`config.mk`:
```
export PLATFORM = sky130hd
export DESIGN_NAME = radix_digit_converter
export DESIGN_NICKNAME = d
export VERILOG_FILES = /design/src/rtl/core/rdc_pkg.sv /design/src/rtl/core/rdc_divider.sv /design/src/rtl/core/radix_digit_converter.sv
export SDC_FILE = /design/constraint.sdc
export NUM_CORES = 1
export LEC_CHECK = 0
export ABC_CLOCK_PERIOD_IN_PS = 8500
export BUFFER_PORTS_ARGS = -buffer_cell sky130_fd_sc_hd__buf_2
export CORE_UTILIZATION = 65
export CTS_CLUSTER_SIZE = 14
export DETAILED_ROUTE_END_ITERATION = 8
export GPL_TIMING_DRIVEN = 0
export PLACE_DENSITY = 0.84
export SLEW_MARGIN = 30
export SYNTH_ARGS = -nofsm -noshare
export SYNTH_HDL_FRONTEND = slang
export SYNTH_HIERARCHICAL = 1
export SYNTH_SLANG_ARGS = --single-unit
```
`constraint.sdc`:
```
create_clock -name clock -period 8.5 [get_ports clock]
set_input_delay 0.85 -clock clock [delete_from_list [all_inputs] [get_ports clock]]
set_output_delay 0.85 -clock clock [all_outputs]
set_load 0.02 [all_outputs]
```
`src/rtl/core/rdc_pkg.sv`:
```
`default_nettype none

package rdc_pkg;

   // Radix register limits and reset value.
   localparam logic [4:0] RadixMin   = 5'd2;
   localparam logic [4:0] RadixMax   = 5'd16;
   localparam logic [4:0] RadixReset = 5'd10;

   // Digits at or above this value are shown as letters.
   localparam logic [3:0] DigitTen = 4'd10;

   // Quotient bits the divider resolves per clock cycle.
   localparam int DivBits = 4;

   // ASCII codes.
   localparam logic [6:0] CharMinus = 7'h2D;
   localparam logic [6:0] CharZero  = 7'h30;
   localparam logic [6:0] CharUpperA = 7'h41;

   // Sequencer states of the top level.
   typedef enum logic [2:0] {
      ST_IDLE,
      ST_ZERO,
      ST_SIGN,
      ST_DIV_START,
      ST_DIV_WAIT,
      ST_READ,
      ST_EMIT
   } rdc_state_type;

   // Status that the divider returns to the sequencer.
   typedef struct packed {
      logic       done;
      logic [3:0] rem;
   } div_status_type;

   // Maps a digit 0..15 to its ASCII character.
   function automatic logic [6:0] digit_char(input logic [3:0] digit);
      logic [6:0] code;
      if (digit < DigitTen) begin
         code = CharZero + 7'(digit);
      end else begin
         code = CharUpperA + 7'(digit - DigitTen);
      end
      return code;
   endfunction

endpackage

`default_nettype wire

```
`src/rtl/core/rdc_divider.sv`:
```
`default_nettype none

// Iterative divider of an unsigned word by a radix of at most 16.
// Each cycle resolves DivBits quotient bits by restoring long division.
module rdc_divider
   import rdc_pkg::*;
#(
   parameter int VALUE_WIDTH = 32
) (
   input  wire logic                   clock,
   input  wire logic                   reset,
   input  wire logic                   start,
   input  wire logic [VALUE_WIDTH-1:0] dividend,
   input  wire logic [4:0]             divisor,
   output logic [VALUE_WIDTH-1:0]      quotient,
   output div_status_type              status
);

   localparam int StepCount = (VALUE_WIDTH + DivBits - 1) / DivBits;
   localparam int PadWidth  = StepCount * DivBits;
   localparam int StepW     = (StepCount > 1) ? $clog2(StepCount) : 1;

   logic [PadWidth-1:0] shift_ff, shift_in;
   logic [3:0]          rem_ff, rem_in;
   logic [StepW-1:0]    step_ff, step_in;
   logic                busy_ff, busy_in;
   logic                done_ff, done_in;

   logic [3:0]          step_rem;
   logic [DivBits-1:0]  step_qbits;

   // One group of DivBits restoring steps on a 5-bit partial remainder.
   always_comb begin
      logic [4:0] part;
      step_rem   = rem_ff;
      step_qbits = '0;
      for (int i = 0; i < DivBits; i++) begin
         part = {step_rem, shift_ff[PadWidth-1-i]};
         if (part >= divisor) begin
            step_rem                 = 4'(part - divisor);
            step_qbits[DivBits-1-i]  = 1'b1;
         end else begin
            step_rem = part[3:0];
         end
      end
   end

   always_comb begin
      shift_in = shift_ff;
      rem_in   = rem_ff;
      step_in  = step_ff;
      busy_in  = busy_ff;
      done_in  = 1'b0;
      if (start) begin
         shift_in = PadWidth'(dividend);
         rem_in   = '0;
         step_in  = StepW'(StepCount - 1);
         busy_in  = 1'b1;
      end else if (busy_ff) begin
         shift_in = {shift_ff[PadWidth-DivBits-1:0], step_qbits};
         rem_in   = step_rem;
         step_in  = step_ff - 1'b1;
         if (step_ff == '0) begin
            busy_in = 1'b0;
            done_in = 1'b1;
         end
      end
   end

   always_ff @(posedge clock) begin
      if (reset) begin
         busy_ff <= 1'b0;
         done_ff <= 1'b0;
      end else begin
         busy_ff <= busy_in;
         done_ff <= done_in;
      end
   end

   always_ff @(posedge clock) begin
      shift_ff <= shift_in;
      rem_ff   <= rem_in;
      step_ff  <= step_in;
   end

   assign quotient    = shift_ff[VALUE_WIDTH-1:0];
   assign status.done = done_ff;
   assign status.rem  = rem_ff;

endmodule

`default_nettype wire

```
`src/rtl/core/radix_digit_converter.sv`:
```
`default_nettype none

// Converts one signed VALUE_WIDTH-bit integer per request into ASCII digits
// in the radix held by the csr register (2 to 16, reset 10; written values
// outside that range saturate). Characters leave most significant first,
// with a leading '-' for negative numbers, a single '0' for zero, and
// rsp_last high on the final character. The block takes one request at a
// time and holds req_stall high until every character of that request has
// been handed to the output register. Timing is set by the iterative
// divider, which resolves four quotient bits per cycle while a division
// runs; after the divisions, each character is read from the digit memory
// and then loaded into the output register. The radix may only be
// rewritten while the block is idle.
module radix_digit_converter
   import rdc_pkg::*;
#(
   parameter int VALUE_WIDTH = 32
) (
   input  wire logic                          clock,
   input  wire logic                          reset,

   // Request channel.
   input  wire logic                          req_valid,
   output logic                               req_stall,
   input  wire logic signed [VALUE_WIDTH-1:0] req_value,

   // Response channel.
   output logic                               rsp_valid,
   input  wire logic                          rsp_stall,
   output logic [6:0]                         rsp_char_code,
   output logic                               rsp_last,

   // Radix register write port.
   input  wire logic                          csr_valid,
   output logic                               csr_ready,
   input  wire logic [4:0]                    csr_radix
);

   // The digit memory holds one entry per possible digit; radix 2 of the
   // most negative value needs all VALUE_WIDTH of them.
   localparam int AddrW  = $clog2(VALUE_WIDTH);
   localparam int CountW = $clog2(VALUE_WIDTH + 1);

   rdc_state_type state_ff, state_in;

   logic [4:0]             radix_ff, radix_in;
   logic [VALUE_WIDTH-1:0] mag_ff, mag_in;
   logic [CountW-1:0]      digit_count_ff, digit_count_in;

   logic                   rsp_valid_ff, rsp_valid_in;
   logic [6:0]             rsp_char_ff, rsp_char_in;
   logic                   rsp_last_ff, rsp_last_in;

   // Digit memory with a registered read port.
   logic [3:0]             digit_store [VALUE_WIDTH];
   logic [3:0]             rd_data_ff;
   logic                   mem_we;
   logic                   mem_re;
   logic [AddrW-1:0]       mem_wr_addr;
   logic [AddrW-1:0]       mem_rd_addr;

   logic                   div_start;
   logic [VALUE_WIDTH-1:0] div_quotient;
   div_status_type         div_status;

   logic [VALUE_WIDTH-1:0] req_raw;
   logic                   req_negative;
   logic [VALUE_WIDTH-1:0] req_mag;
   logic                   req_accept;
   logic                   out_free;
   logic [CountW-1:0]      count_dec;

   // The magnitude is formed as an unsigned word, so the most negative value
   // converts without overflow.
   assign req_raw      = req_value;
   assign req_negative = req_raw[VALUE_WIDTH-1];
   assign req_mag      = req_negative ? (~req_raw + 1'b1) : req_raw;

   assign req_stall  = (state_ff != ST_IDLE);
   assign req_accept = req_valid && !req_stall;

   // The output register can take a new character when it is empty or when
   // its current character leaves in this cycle.
   assign out_free  = !rsp_valid_ff || !rsp_stall;
   assign count_dec = digit_count_ff - 1'b1;

   assign mem_wr_addr = digit_count_ff[AddrW-1:0];
   assign mem_rd_addr = count_dec[AddrW-1:0];

   // Radix register: the write is saturated into the legal range before it
   // is stored, so the divider always sees a radix from 2 to 16.
   assign csr_ready = 1'b1;

   always_comb begin
      radix_in = radix_ff;
      if (csr_valid && csr_ready) begin
         priority if (csr_radix < RadixMin) begin
            radix_in = RadixMin;
         end else if (csr_radix > RadixMax) begin
            radix_in = RadixMax;
         end else begin
            radix_in = csr_radix;
         end
      end
   end

   // Sequencer. A request is latched in idle; zero goes straight to its
   // single character, a negative number first emits the sign. Division then
   // repeats, pushing one remainder per pass into the digit memory, until the
   // quotient reaches zero or the memory is full. The digits then pop in
   // reverse order, each read from the memory, then loaded into the output.
   always_comb begin
      state_in       = state_ff;
      mag_in         = mag_ff;
      digit_count_in = digit_count_ff;
      rsp_valid_in   = rsp_valid_ff && rsp_stall;
      rsp_char_in    = rsp_char_ff;
      rsp_last_in    = rsp_last_ff;
      div_start      = 1'b0;
      mem_we         = 1'b0;
      mem_re         = 1'b0;

      unique case (state_ff)
         ST_IDLE: begin
            if (req_accept) begin
               mag_in         = req_mag;
               digit_count_in = '0;
               priority if (req_mag == '0) begin
                  state_in = ST_ZERO;
               end else if (req_negative) begin
                  state_in = ST_SIGN;
               end else begin
                  state_in = ST_DIV_START;
               end
            end
         end
         ST_ZERO: begin
            if (out_free) begin
               rsp_valid_in = 1'b1;
               rsp_char_in  = CharZero;
               rsp_last_in  = 1'b1;
               state_in     = ST_IDLE;
            end
         end
         ST_SIGN: begin
            if (out_free) begin
               rsp_valid_in = 1'b1;
               rsp_char_in  = CharMinus;
               rsp_last_in  = 1'b0;
               state_in     = ST_DIV_START;
            end
         end
         ST_DIV_START: begin
            div_start = 1'b1;
            state_in  = ST_DIV_WAIT;
         end
         ST_DIV_WAIT: begin
            if (div_status.done) begin
               mem_we         = 1'b1;
               mag_in         = div_quotient;
               digit_count_in = digit_count_ff + 1'b1;
               if (div_quotient == '0 ||
                   digit_count_ff == CountW'(VALUE_WIDTH - 1)) begin
                  state_in = ST_READ;
               end else begin
                  state_in = ST_DIV_START;
               end
            end
         end
         ST_READ: begin
            mem_re         = 1'b1;
            digit_count_in = count_dec;
            state_in       = ST_EMIT;
         end
         ST_EMIT: begin
            if (out_free) begin
               rsp_valid_in = 1'b1;
               rsp_char_in  = digit_char(rd_data_ff);
               rsp_last_in  = (digit_count_ff == '0);
               if (digit_count_ff == '0) begin
                  state_in = ST_IDLE;
               end else begin
                  state_in = ST_READ;
               end
            end
         end
         default: begin
            state_in = ST_IDLE;
         end
      endcase
   end

   always_ff @(posedge clock) begin
      if (reset) begin
         state_ff       <= ST_IDLE;
         radix_ff       <= RadixReset;
         digit_count_ff <= '0;
         rsp_valid_ff   <= 1'b0;
      end else begin
         state_ff       <= state_in;
         radix_ff       <= radix_in;
         digit_count_ff <= digit_count_in;
         rsp_valid_ff   <= rsp_valid_in;
      end
   end

   always_ff @(posedge clock) begin
      mag_ff      <= mag_in;
      rsp_char_ff <= rsp_char_in;
      rsp_last_ff <= rsp_last_in;
   end

   always_ff @(posedge clock) begin
      if (mem_we) begin
         digit_store[mem_wr_addr] <= div_status.rem;
      end
   end

   always_ff @(posedge clock) begin
      if (mem_re) begin
         rd_data_ff <= digit_store[mem_rd_addr];
      end
   end

   rdc_divider #(
      .VALUE_WIDTH (VALUE_WIDTH)
   ) u_divider (
      .clock    (clock),
      .reset    (reset),
      .start    (div_start),
      .dividend (mag_ff),
      .divisor  (radix_ff),
      .quotient (div_quotient),
      .status   (div_status)
   );

   assign rsp_valid     = rsp_valid_ff;
   assign rsp_char_code = rsp_char_ff;
   assign rsp_last      = rsp_last_ff;

`ifndef SYNTHESIS
   // The stored radix always stays in the legal range.
   radix_in_range_a : assert property (@(posedge clock) disable iff (reset)
      (radix_ff >= RadixMin) && (radix_ff <= RadixMax))
      else $error("radix register left the range 2 to 16");

   // The digit count never exceeds the depth of the digit memory.
   count_bounded_a : assert property (@(posedge clock) disable iff (reset)
      digit_count_ff <= CountW'(VALUE_WIDTH))
      else $error("digit count exceeds memory depth");

   // A divider result only arrives while the sequencer waits for one.
   div_done_expected_a : assert property (@(posedge clock) disable iff (reset)
      div_status.done |-> (state_ff == ST_DIV_WAIT))
      else $error("divider finished outside the wait state");

   // A character flagged last leaves the digit count at zero and the
   // sequencer back in idle.
   last_ends_item_a : assert property (@(posedge clock) disable iff (reset)
      (rsp_valid_in && rsp_last_in && out_free && state_ff != ST_IDLE)
      |=> (state_ff == ST_IDLE) && (digit_count_ff == '0))
      else $error("last character did not end the conversion");
`endif

endmodule

`default_nettype wire
```
==> impl_metrics.env, run 1 <==
export IMPL_ctsResizeCount=0
export IMPL_r2r_end="u_divider/rem_ff[1]$_SDFFE_PP0P_"
export IMPL_grt_pass1_wl_mm=39.91
export IMPL_status="complete, no violations"
export IMPL_whs_ps=473.2
export IMPL_cap_viol_max_count=0
export IMPL_cts_max_level=1
export IMPL_dp_cells=1201
export IMPL_drtIter0Drc=725
export IMPL_crit_path_end_kind="flop"
export IMPL_async_reset_ff_share_pct=0
export IMPL_clock_path_buffers=3
export IMPL_clk_pin_slew_ps=60
export IMPL_worst_setup_path_start_kind="flop"
export IMPL_clkSinkCount=228
export IMPL_remaining_drc_errors=0
export IMPL_ys_types=69
export IMPL_drive_gt1_share_pct=18.07
export IMPL_power_leakage_uw=0.004387
export IMPL_required_ps=8890
export IMPL_cts_tree="done"
export IMPL_antenna_found_initial=0
export IMPL_clk_latency_ps=500
export IMPL_final_util_pct=74.28
export IMPL_gp_congestion=0.8770
export IMPL_p_int_uw=2603
export IMPL_die_w_um=136.3
export IMPL_grtUsageTotal_pct=28.37
export IMPL_antenna_cells=0
export IMPL_powerDensity_nw_per_um2=297.9
export IMPL_dr_total_vias=7883
export IMPL_first_pass_iters=6
export IMPL_slew_headroom_pct=37.53
export IMPL_worstReg2RegStart="u_divider/rem_ff[1]$_SDFFE_PP0P_"
export IMPL_ant_nets=0
export IMPL_fin_crit_sh_pct=71.95
export IMPL_grt_overflow_total=0
export IMPL_share_comb_of_total_power_pct=34.9
export IMPL_synth_area_um2=11730
export IMPL_r2r_cells=21
export IMPL_netSwitchingFraction_pct=32.69
export IMPL_die_area_um2=18580
export IMPL_clkPwrFrac_pct=24.6
export IMPL_syn_inst=930
export IMPL_yosysSeqAreaShare_pct=56.34
export IMPL_ir_worst_vdd_mv=0.3011
export IMPL_synth_top_area_share_pct=52.24
export IMPL_postCtsSetupBuffers=0
export IMPL_worst_pin_slew_ps=930.4
export IMPL_synth_top_area_cell="edfxtp_1"
export IMPL_area_growth_pct=10.71
export IMPL_syn_area_per_cell_um2=12.61
export IMPL_hold_path_class="reg -> reg"
export IMPL_stdcell_count=1238
export IMPL_yosys_most_used_dff="edfxtp_1"
export IMPL_seqPwrFrac_pct=40.5
export IMPL_regToRegSetupSlack_ps=2380
export IMPL_skew_ps=14.40
export IMPL_fill_cells=1125
export IMPL_crit_fanout=35
export IMPL_path_class="reg -> reg"
export IMPL_hpwlAfterDp_mm=17.93
export IMPL_fin_area_um2=12980
export IMPL_start_util_pct=67.10
export IMPL_yosys_warnings=6
export IMPL_synth_edf_count=204
export IMPL_critical_path_endpoint="u_divider/rem_ff[1]$_SDFFE_PP0P_"
export IMPL_max_freq_mhz=163.5
export IMPL_setup_viol=0
export IMPL_io_pins=53
export IMPL_crit_path_start="u_divider/rem_ff[1]$_SDFFE_PP0P_"
export IMPL_ys_seq_elements=228
export IMPL_vias_per_cell=6.368
export IMPL_finish_net_count=1077
export IMPL_first_global_vias=7611
export IMPL_grt_max_degree=37
export IMPL_rsz0062_at_grt="false"
export IMPL_numCtsBuffers=22
export IMPL_wl_per_cell_um=20.84
export IMPL_slew_violations=0
export IMPL_syn_num_nets=1007
export IMPL_row_count=48
export IMPL_wirelength_mm=25.80
export IMPL_holdBufCountCts=0
export IMPL_hold_viol_final=0
export IMPL_fin_crit_ps=6115
export IMPL_core_area_um2=17480
export IMPL_register_area_um2=6611
export IMPL_port_buffers=45
export IMPL_netSwitchingPower_uw=1265
export IMPL_fin_tns_setup_ps=0
export IMPL_cts_root_buf="clkbuf_16"
export IMPL_multi_input_area_um2=4816
export IMPL_die_h_um=136.3
export IMPL_synth_top_cells_by_area="edfxtp_1 52%, mux4_2 7.7%, mux2_2 4.1%"
export IMPL_crit_arrival_ps=6510
export IMPL_placed_cell_area_um2=12280
-- power groups by stage --
stage          clock network [uW]  logic (uW)  registers (uW)
2_1_floorplan                   0        1040            1540
3_3_place_gp                    0        1270            1590
3_5_place_dp                    0        1330            1590
4_1_cts                       962        1340            1570
5_1_grt                      1000        1500            1580
6_report                      952        1350            1570
-- sequential cells by signal (all words and copies together), names as in the netlist --
signal / count
u_divider/busy_ff: 1
state_ff: 3
mag_ff: 32
digit_store: 128
rsp_valid: 1
rsp_last: 1
radix_ff: 5
u_divider/quotient: 32
rsp_char_code: 7
u_divider/step_ff: 3
u_divider/rem_ff: 4
rd_data_ff: 4
u_divider/done_ff: 1
digit_count_ff: 6
-- kinds of logic (layout without fill, tap and decap cells) --
logic type	count (synthesis)	count (layout)	share of synthesized area, %
compound gates	163	163	8.739
xor+xnor	46	46	3.436
fa+ha+maj	35	35	3.991
buf+inv	82	165	2.753
flops	228	228	56.34
mux	97	97	13.13
other cells	1	1	0.03198
simple gates	278	278	11.58
-- critical path, cell delays in order, from the launching register on --
cell      delay (ps)
dfxtp_2          780
ha_1             410
a21o_1           170
a31oi_1          190
o21ai_2          170
mux2_4           350
ha_1             340
nand2_1           80
o21a_1           190
o21ai_1          440
mux2i_1          260
ha_1             290
a21o_1           190
a31oi_1          240
o21ai_1          220
mux2i_1          360
ha_1             270
a21o_1           150
a31oi_1           50
o21ai_1          440
mux2i_1          140
a211oi_1         290
-- area by class of cell --
type,instances,area share (%)
sequential,228,50.93
tap,225,2.168
clock inverter,6,0.6264
multi-input combinational,620,37.10
inverter,34,0.9830
buffer,48,1.513
clock buffer,31,4.742
timing repair buffer,46,1.947
-- synth_stat cells (6+ instances only) --
cell      number
buf_1          6
clkbuf_1      39
edfxtp_1     204
a21oi_1       45
mux2i_1       11
nor2_1        82
nand3_1       21
dfxtp_1       24
xnor2_1       21
inv_1         33
nor3_1        16
nand2_1       77
mux4_2        40
xor2_1        25
ha_1          31
or3_1          6
nand2b_1      17
a21o_1         9
nand4_1        8
o21ai_1       16
o21ai_0       40
nor4_1        15
a31oi_1        8
mux2_2        43
nor2b_1        9
-- worst min-delay path by stage --
stage                        startpoint                  endpoint  slack [ps]  cells past startpoint
6_report       radix_ff[3]$_SDFFE_PP1P_  radix_ff[3]$_SDFFE_PP1P_         470                      2
5_1_grt        radix_ff[3]$_SDFFE_PP1P_  radix_ff[3]$_SDFFE_PP1P_         510                      2
4_1_cts        radix_ff[3]$_SDFFE_PP1P_  radix_ff[3]$_SDFFE_PP1P_         480                      2
3_5_place_dp   radix_ff[3]$_SDFFE_PP1P_  radix_ff[3]$_SDFFE_PP1P_         470                      2
3_3_place_gp   radix_ff[3]$_SDFFE_PP1P_  radix_ff[3]$_SDFFE_PP1P_         460                      2
2_1_floorplan  radix_ff[3]$_SDFFE_PP1P_  radix_ff[3]$_SDFFE_PP1P_         440                      2
-- metal layers --
metal	global-route usage [%]	up-vias	wire, um	part of all wire (%)
li1	-	3653	-	-
met1	36.10	3811	10420	40
met2	50.31	369	13160	51
met3	3.766	50	1624	6.3
met4	8.580	0	600	2.3
met5	0	-	0	0
-- per-stage QoR --
| stage | setup slack [ps] | power [uW] |
|---|---|---|
| 2_1_floorplan | 3142 | 2589 |
| 3_3_place_gp | 2157 | 2851 |
| 3_5_place_dp | 2481 | 2916 |
| 4_1_cts | 2450 | 3865 |
| 5_1_grt | 1891 | 4077 |
| 6_report | 2385 | 3868 |
-- cells in the final DEF (no fill, tap or decap), types with 21 or more instances in the layout --
cell	count
a21oi_1	45
clkbuf_1	46
nor2_1	82
edfxtp_1	204
mux4_2	40
nand3_1	21
o21ai_0	39
clkbuf_16	23
nand2_1	77
buf_2	45
mux2_2	43
inv_1	33
xor2_1	25
ha_1	31
Power figures use the tool's default switching activity.
==> run 2: changes to the inputs <==
Settings changed: ABC_CLOCK_PERIOD_IN_PS 8500 to 5100, CORE_UTILIZATION 65 to 56, PLACE_DENSITY 0.84 to 0.76.
Clock period 8.5 ns to 5.1 ns, I/O delays scaled along.
==> run 2 against run 1 <==
Against the previous run: the run now ends with negative setup slack left; combinational power grew to 2.7 times the previous value; routed wire length grew 9.5%; cell area grew 4.8%; power increased by 100%; core utilization is 7.5 points lower; highest routed layer unchanged.
==> impl_metrics.env, run 2 (synthesis gave the netlist of run 1 again) <==
export IMPL_slew_violations=0
export IMPL_wl_per_cell_um=21.52
export IMPL_grt_max_degree=36
export IMPL_antenna_found_initial=0
export IMPL_fin_crit_sh_pct=103.6
export IMPL_worst_pin_slew_ps=896.5
export IMPL_timing_critical_path_cells="inv_2 -> ha_4 -> nand2b_4 -> a31oi_4 -> o21ai_4 -> buf_4 -> mux2_2 -> ha_4 -> a21oi_4 -> o22ai_1 -> a41oi_2 -> nand2_1 -> ha_1 -> a21o_1 -> a31oi_4 -> o21a_1 -> mux2_4 -> a21oi_2 -> ha_1 -> nand2_2 -> o21ai_4 -> a211o_1 -> a311oi_2"
export IMPL_power_leakage_uw=0.004594
export IMPL_fin_tns_setup_ps=-613.5
export IMPL_cap_viol_max_count=0
export IMPL_grt_overflow_total=0
export IMPL_cts_root_buf="clkbuf_16"
export IMPL_ant_nets=0
export IMPL_cp_slowest_cell="edfxtp_1"
export IMPL_critical_path_top_delay_family="compound AO/OA/AOI/OAI gates"
export IMPL_die_w_um=146.7
export IMPL_setup_slack_ps=-181.5
export IMPL_remaining_drc_errors=0
export IMPL_clk_pin_slew_ps=60
export IMPL_start_util_pct=57.58
export IMPL_dp_cells=1247
export IMPL_violations="negative setup slack"
export IMPL_vias_per_cell=6.191
export IMPL_setup_viol=5
export IMPL_placed_cell_area_um2=12360
export IMPL_status="finished with violations"
export IMPL_drtIter0Drc=705
export IMPL_antenna_cells=0
export IMPL_fin_crit_ps=5282
export IMPL_dr_total_vias=8129
export IMPL_grt_pass1_wl_mm=43.25
export IMPL_crit_fanout=7
export IMPL_clk_latency_ps=510
export IMPL_hold_viol_final=0
export IMPL_die_area_um2=21520
export IMPL_port_buffers=45
export IMPL_regMostFlops="digit_store"
export IMPL_numCtsBuffers=23
export IMPL_critPathBufInv=2
export IMPL_core_area_um2=20360
export IMPL_gp_congestion=0.8307
export IMPL_fin_area_um2=13610
export IMPL_worst_setup_path_start_kind="flop"
export IMPL_p_total_uw=7923
export IMPL_ir_worst_vdd_mv=0.6515
export IMPL_wirelength_mm=28.26
export IMPL_powerDensity_nw_per_um2=582.3
export IMPL_hold_path_class="in -> reg"
export IMPL_critPathMaxStageDelay_ps=450
export IMPL_row_count=52
export IMPL_slew_headroom_pct=40.23
export IMPL_first_global_vias=7989
export IMPL_path_class="reg -> reg"
export IMPL_finish_net_count=1105
export IMPL_io_pins=53
export IMPL_max_freq_mhz=189.3
export IMPL_clkSinkCount=228
export IMPL_cts_tree="done"
export IMPL_die_h_um=146.7
export IMPL_largest_register_ffs=128
export IMPL_fill_cells=1412
export IMPL_crit_arrival_ps=5690
export IMPL_first_pass_iters=7
export IMPL_rsz0062_at_grt="true"
export IMPL_final_common_cell="edfxtp_1"
export IMPL_cts_max_level=1
export IMPL_pre_cts_ws_ps=-860.4
export IMPL_area_growth_pct=16.03
export IMPL_grtUsageTotal_pct=25.90
export IMPL_clock_path_buffers=3
export IMPL_final_cell_mix="204 x edfxtp_1, 81 x nor2_1, 74 x nand2_1"
export IMPL_drive_gt1_share_pct=23.49
export IMPL_crit_path_end_kind="flop"
export IMPL_hpwlAfterDp_mm=18.12
export IMPL_skew_ps=13.30
export IMPL_required_ps=5510
export IMPL_stdcell_count=1313
-- run 2: changes by cell type in the layout (fill, tap and decap cells not counted), sizes merged --
cell / before / now
clkbuf: 71 / 66
buf: 54 / 81
clkinvlp: 0 / 1
clkinv: 4 / 9
bufinv: 2 / 4
-- run 2: path summary, 6_finish.rpt --
kind | from | depth (start not counted) | slack (ps) | endpoint
hold reg to reg | u_divider/step_ff[2]$_SDFFE_PP1P_ | 2 | 500 | u_divider/step_ff[2]$_SDFFE_PP1P_
hold / removal | csr_radix[4] | 2 | 310 | radix_ff[3]$_SDFFE_PP1P_
setup / recovery | u_divider/quotient[31]$_DFFE_PP_ | 23 | -180 | u_divider/rem_ff[3]$_SDFFE_PP0P_
setup reg to reg | u_divider/quotient[31]$_DFFE_PP_ | 23 | -180 | u_divider/rem_ff[3]$_SDFFE_PP0P_
-- run 2: layout make-up --
class	instances	area, um^2	share of cell area (%)
Tap cell	270	337.8	2.483
Multi-Input combinational cell	620	5072	37.28
Clock buffer	26	586.8	4.313
Timing Repair Buffer	73	481.7	3.541
Clock inverter	14	170.2	1.251
Inverter	34	132.6	0.9748
Buffer	48	197.7	1.453
Sequential cell	228	6626	48.70
-- run 2: where the power goes --
group	internal [uW]	switching, uW
logic	1740	1930
registers	2390	143
clock network	1030	683
-- run 2: timing repair --
action,4_1_cts,5_1_grt
pin swaps,7,21
endpoints found under the setup margin,5,5
buffers inserted,11,15
hold buffers,0,0
resized for setup,20,30
-- run 2: metrics by stage --
stage          util (%)  hold WS (ps)
2_1_floorplan         -         436.2
3_3_place_gp      60.38         465.8
3_5_place_dp      60.69         482.9
4_1_cts           65.38         270.7
5_1_grt           66.81         315.2
6_report          66.81         311.4
-- run 2: layer usage --
metal | routed length [um] | vias up | track usage, %
met3 | 1825 | 70 | 3.230
met5 | 0 | - | 0
met2 | 14480 | 376 | 46.02
li1 | - | 3699 | -
met4 | 811 | 0 | 7.604
met1 | 11140 | 3984 | 33.28
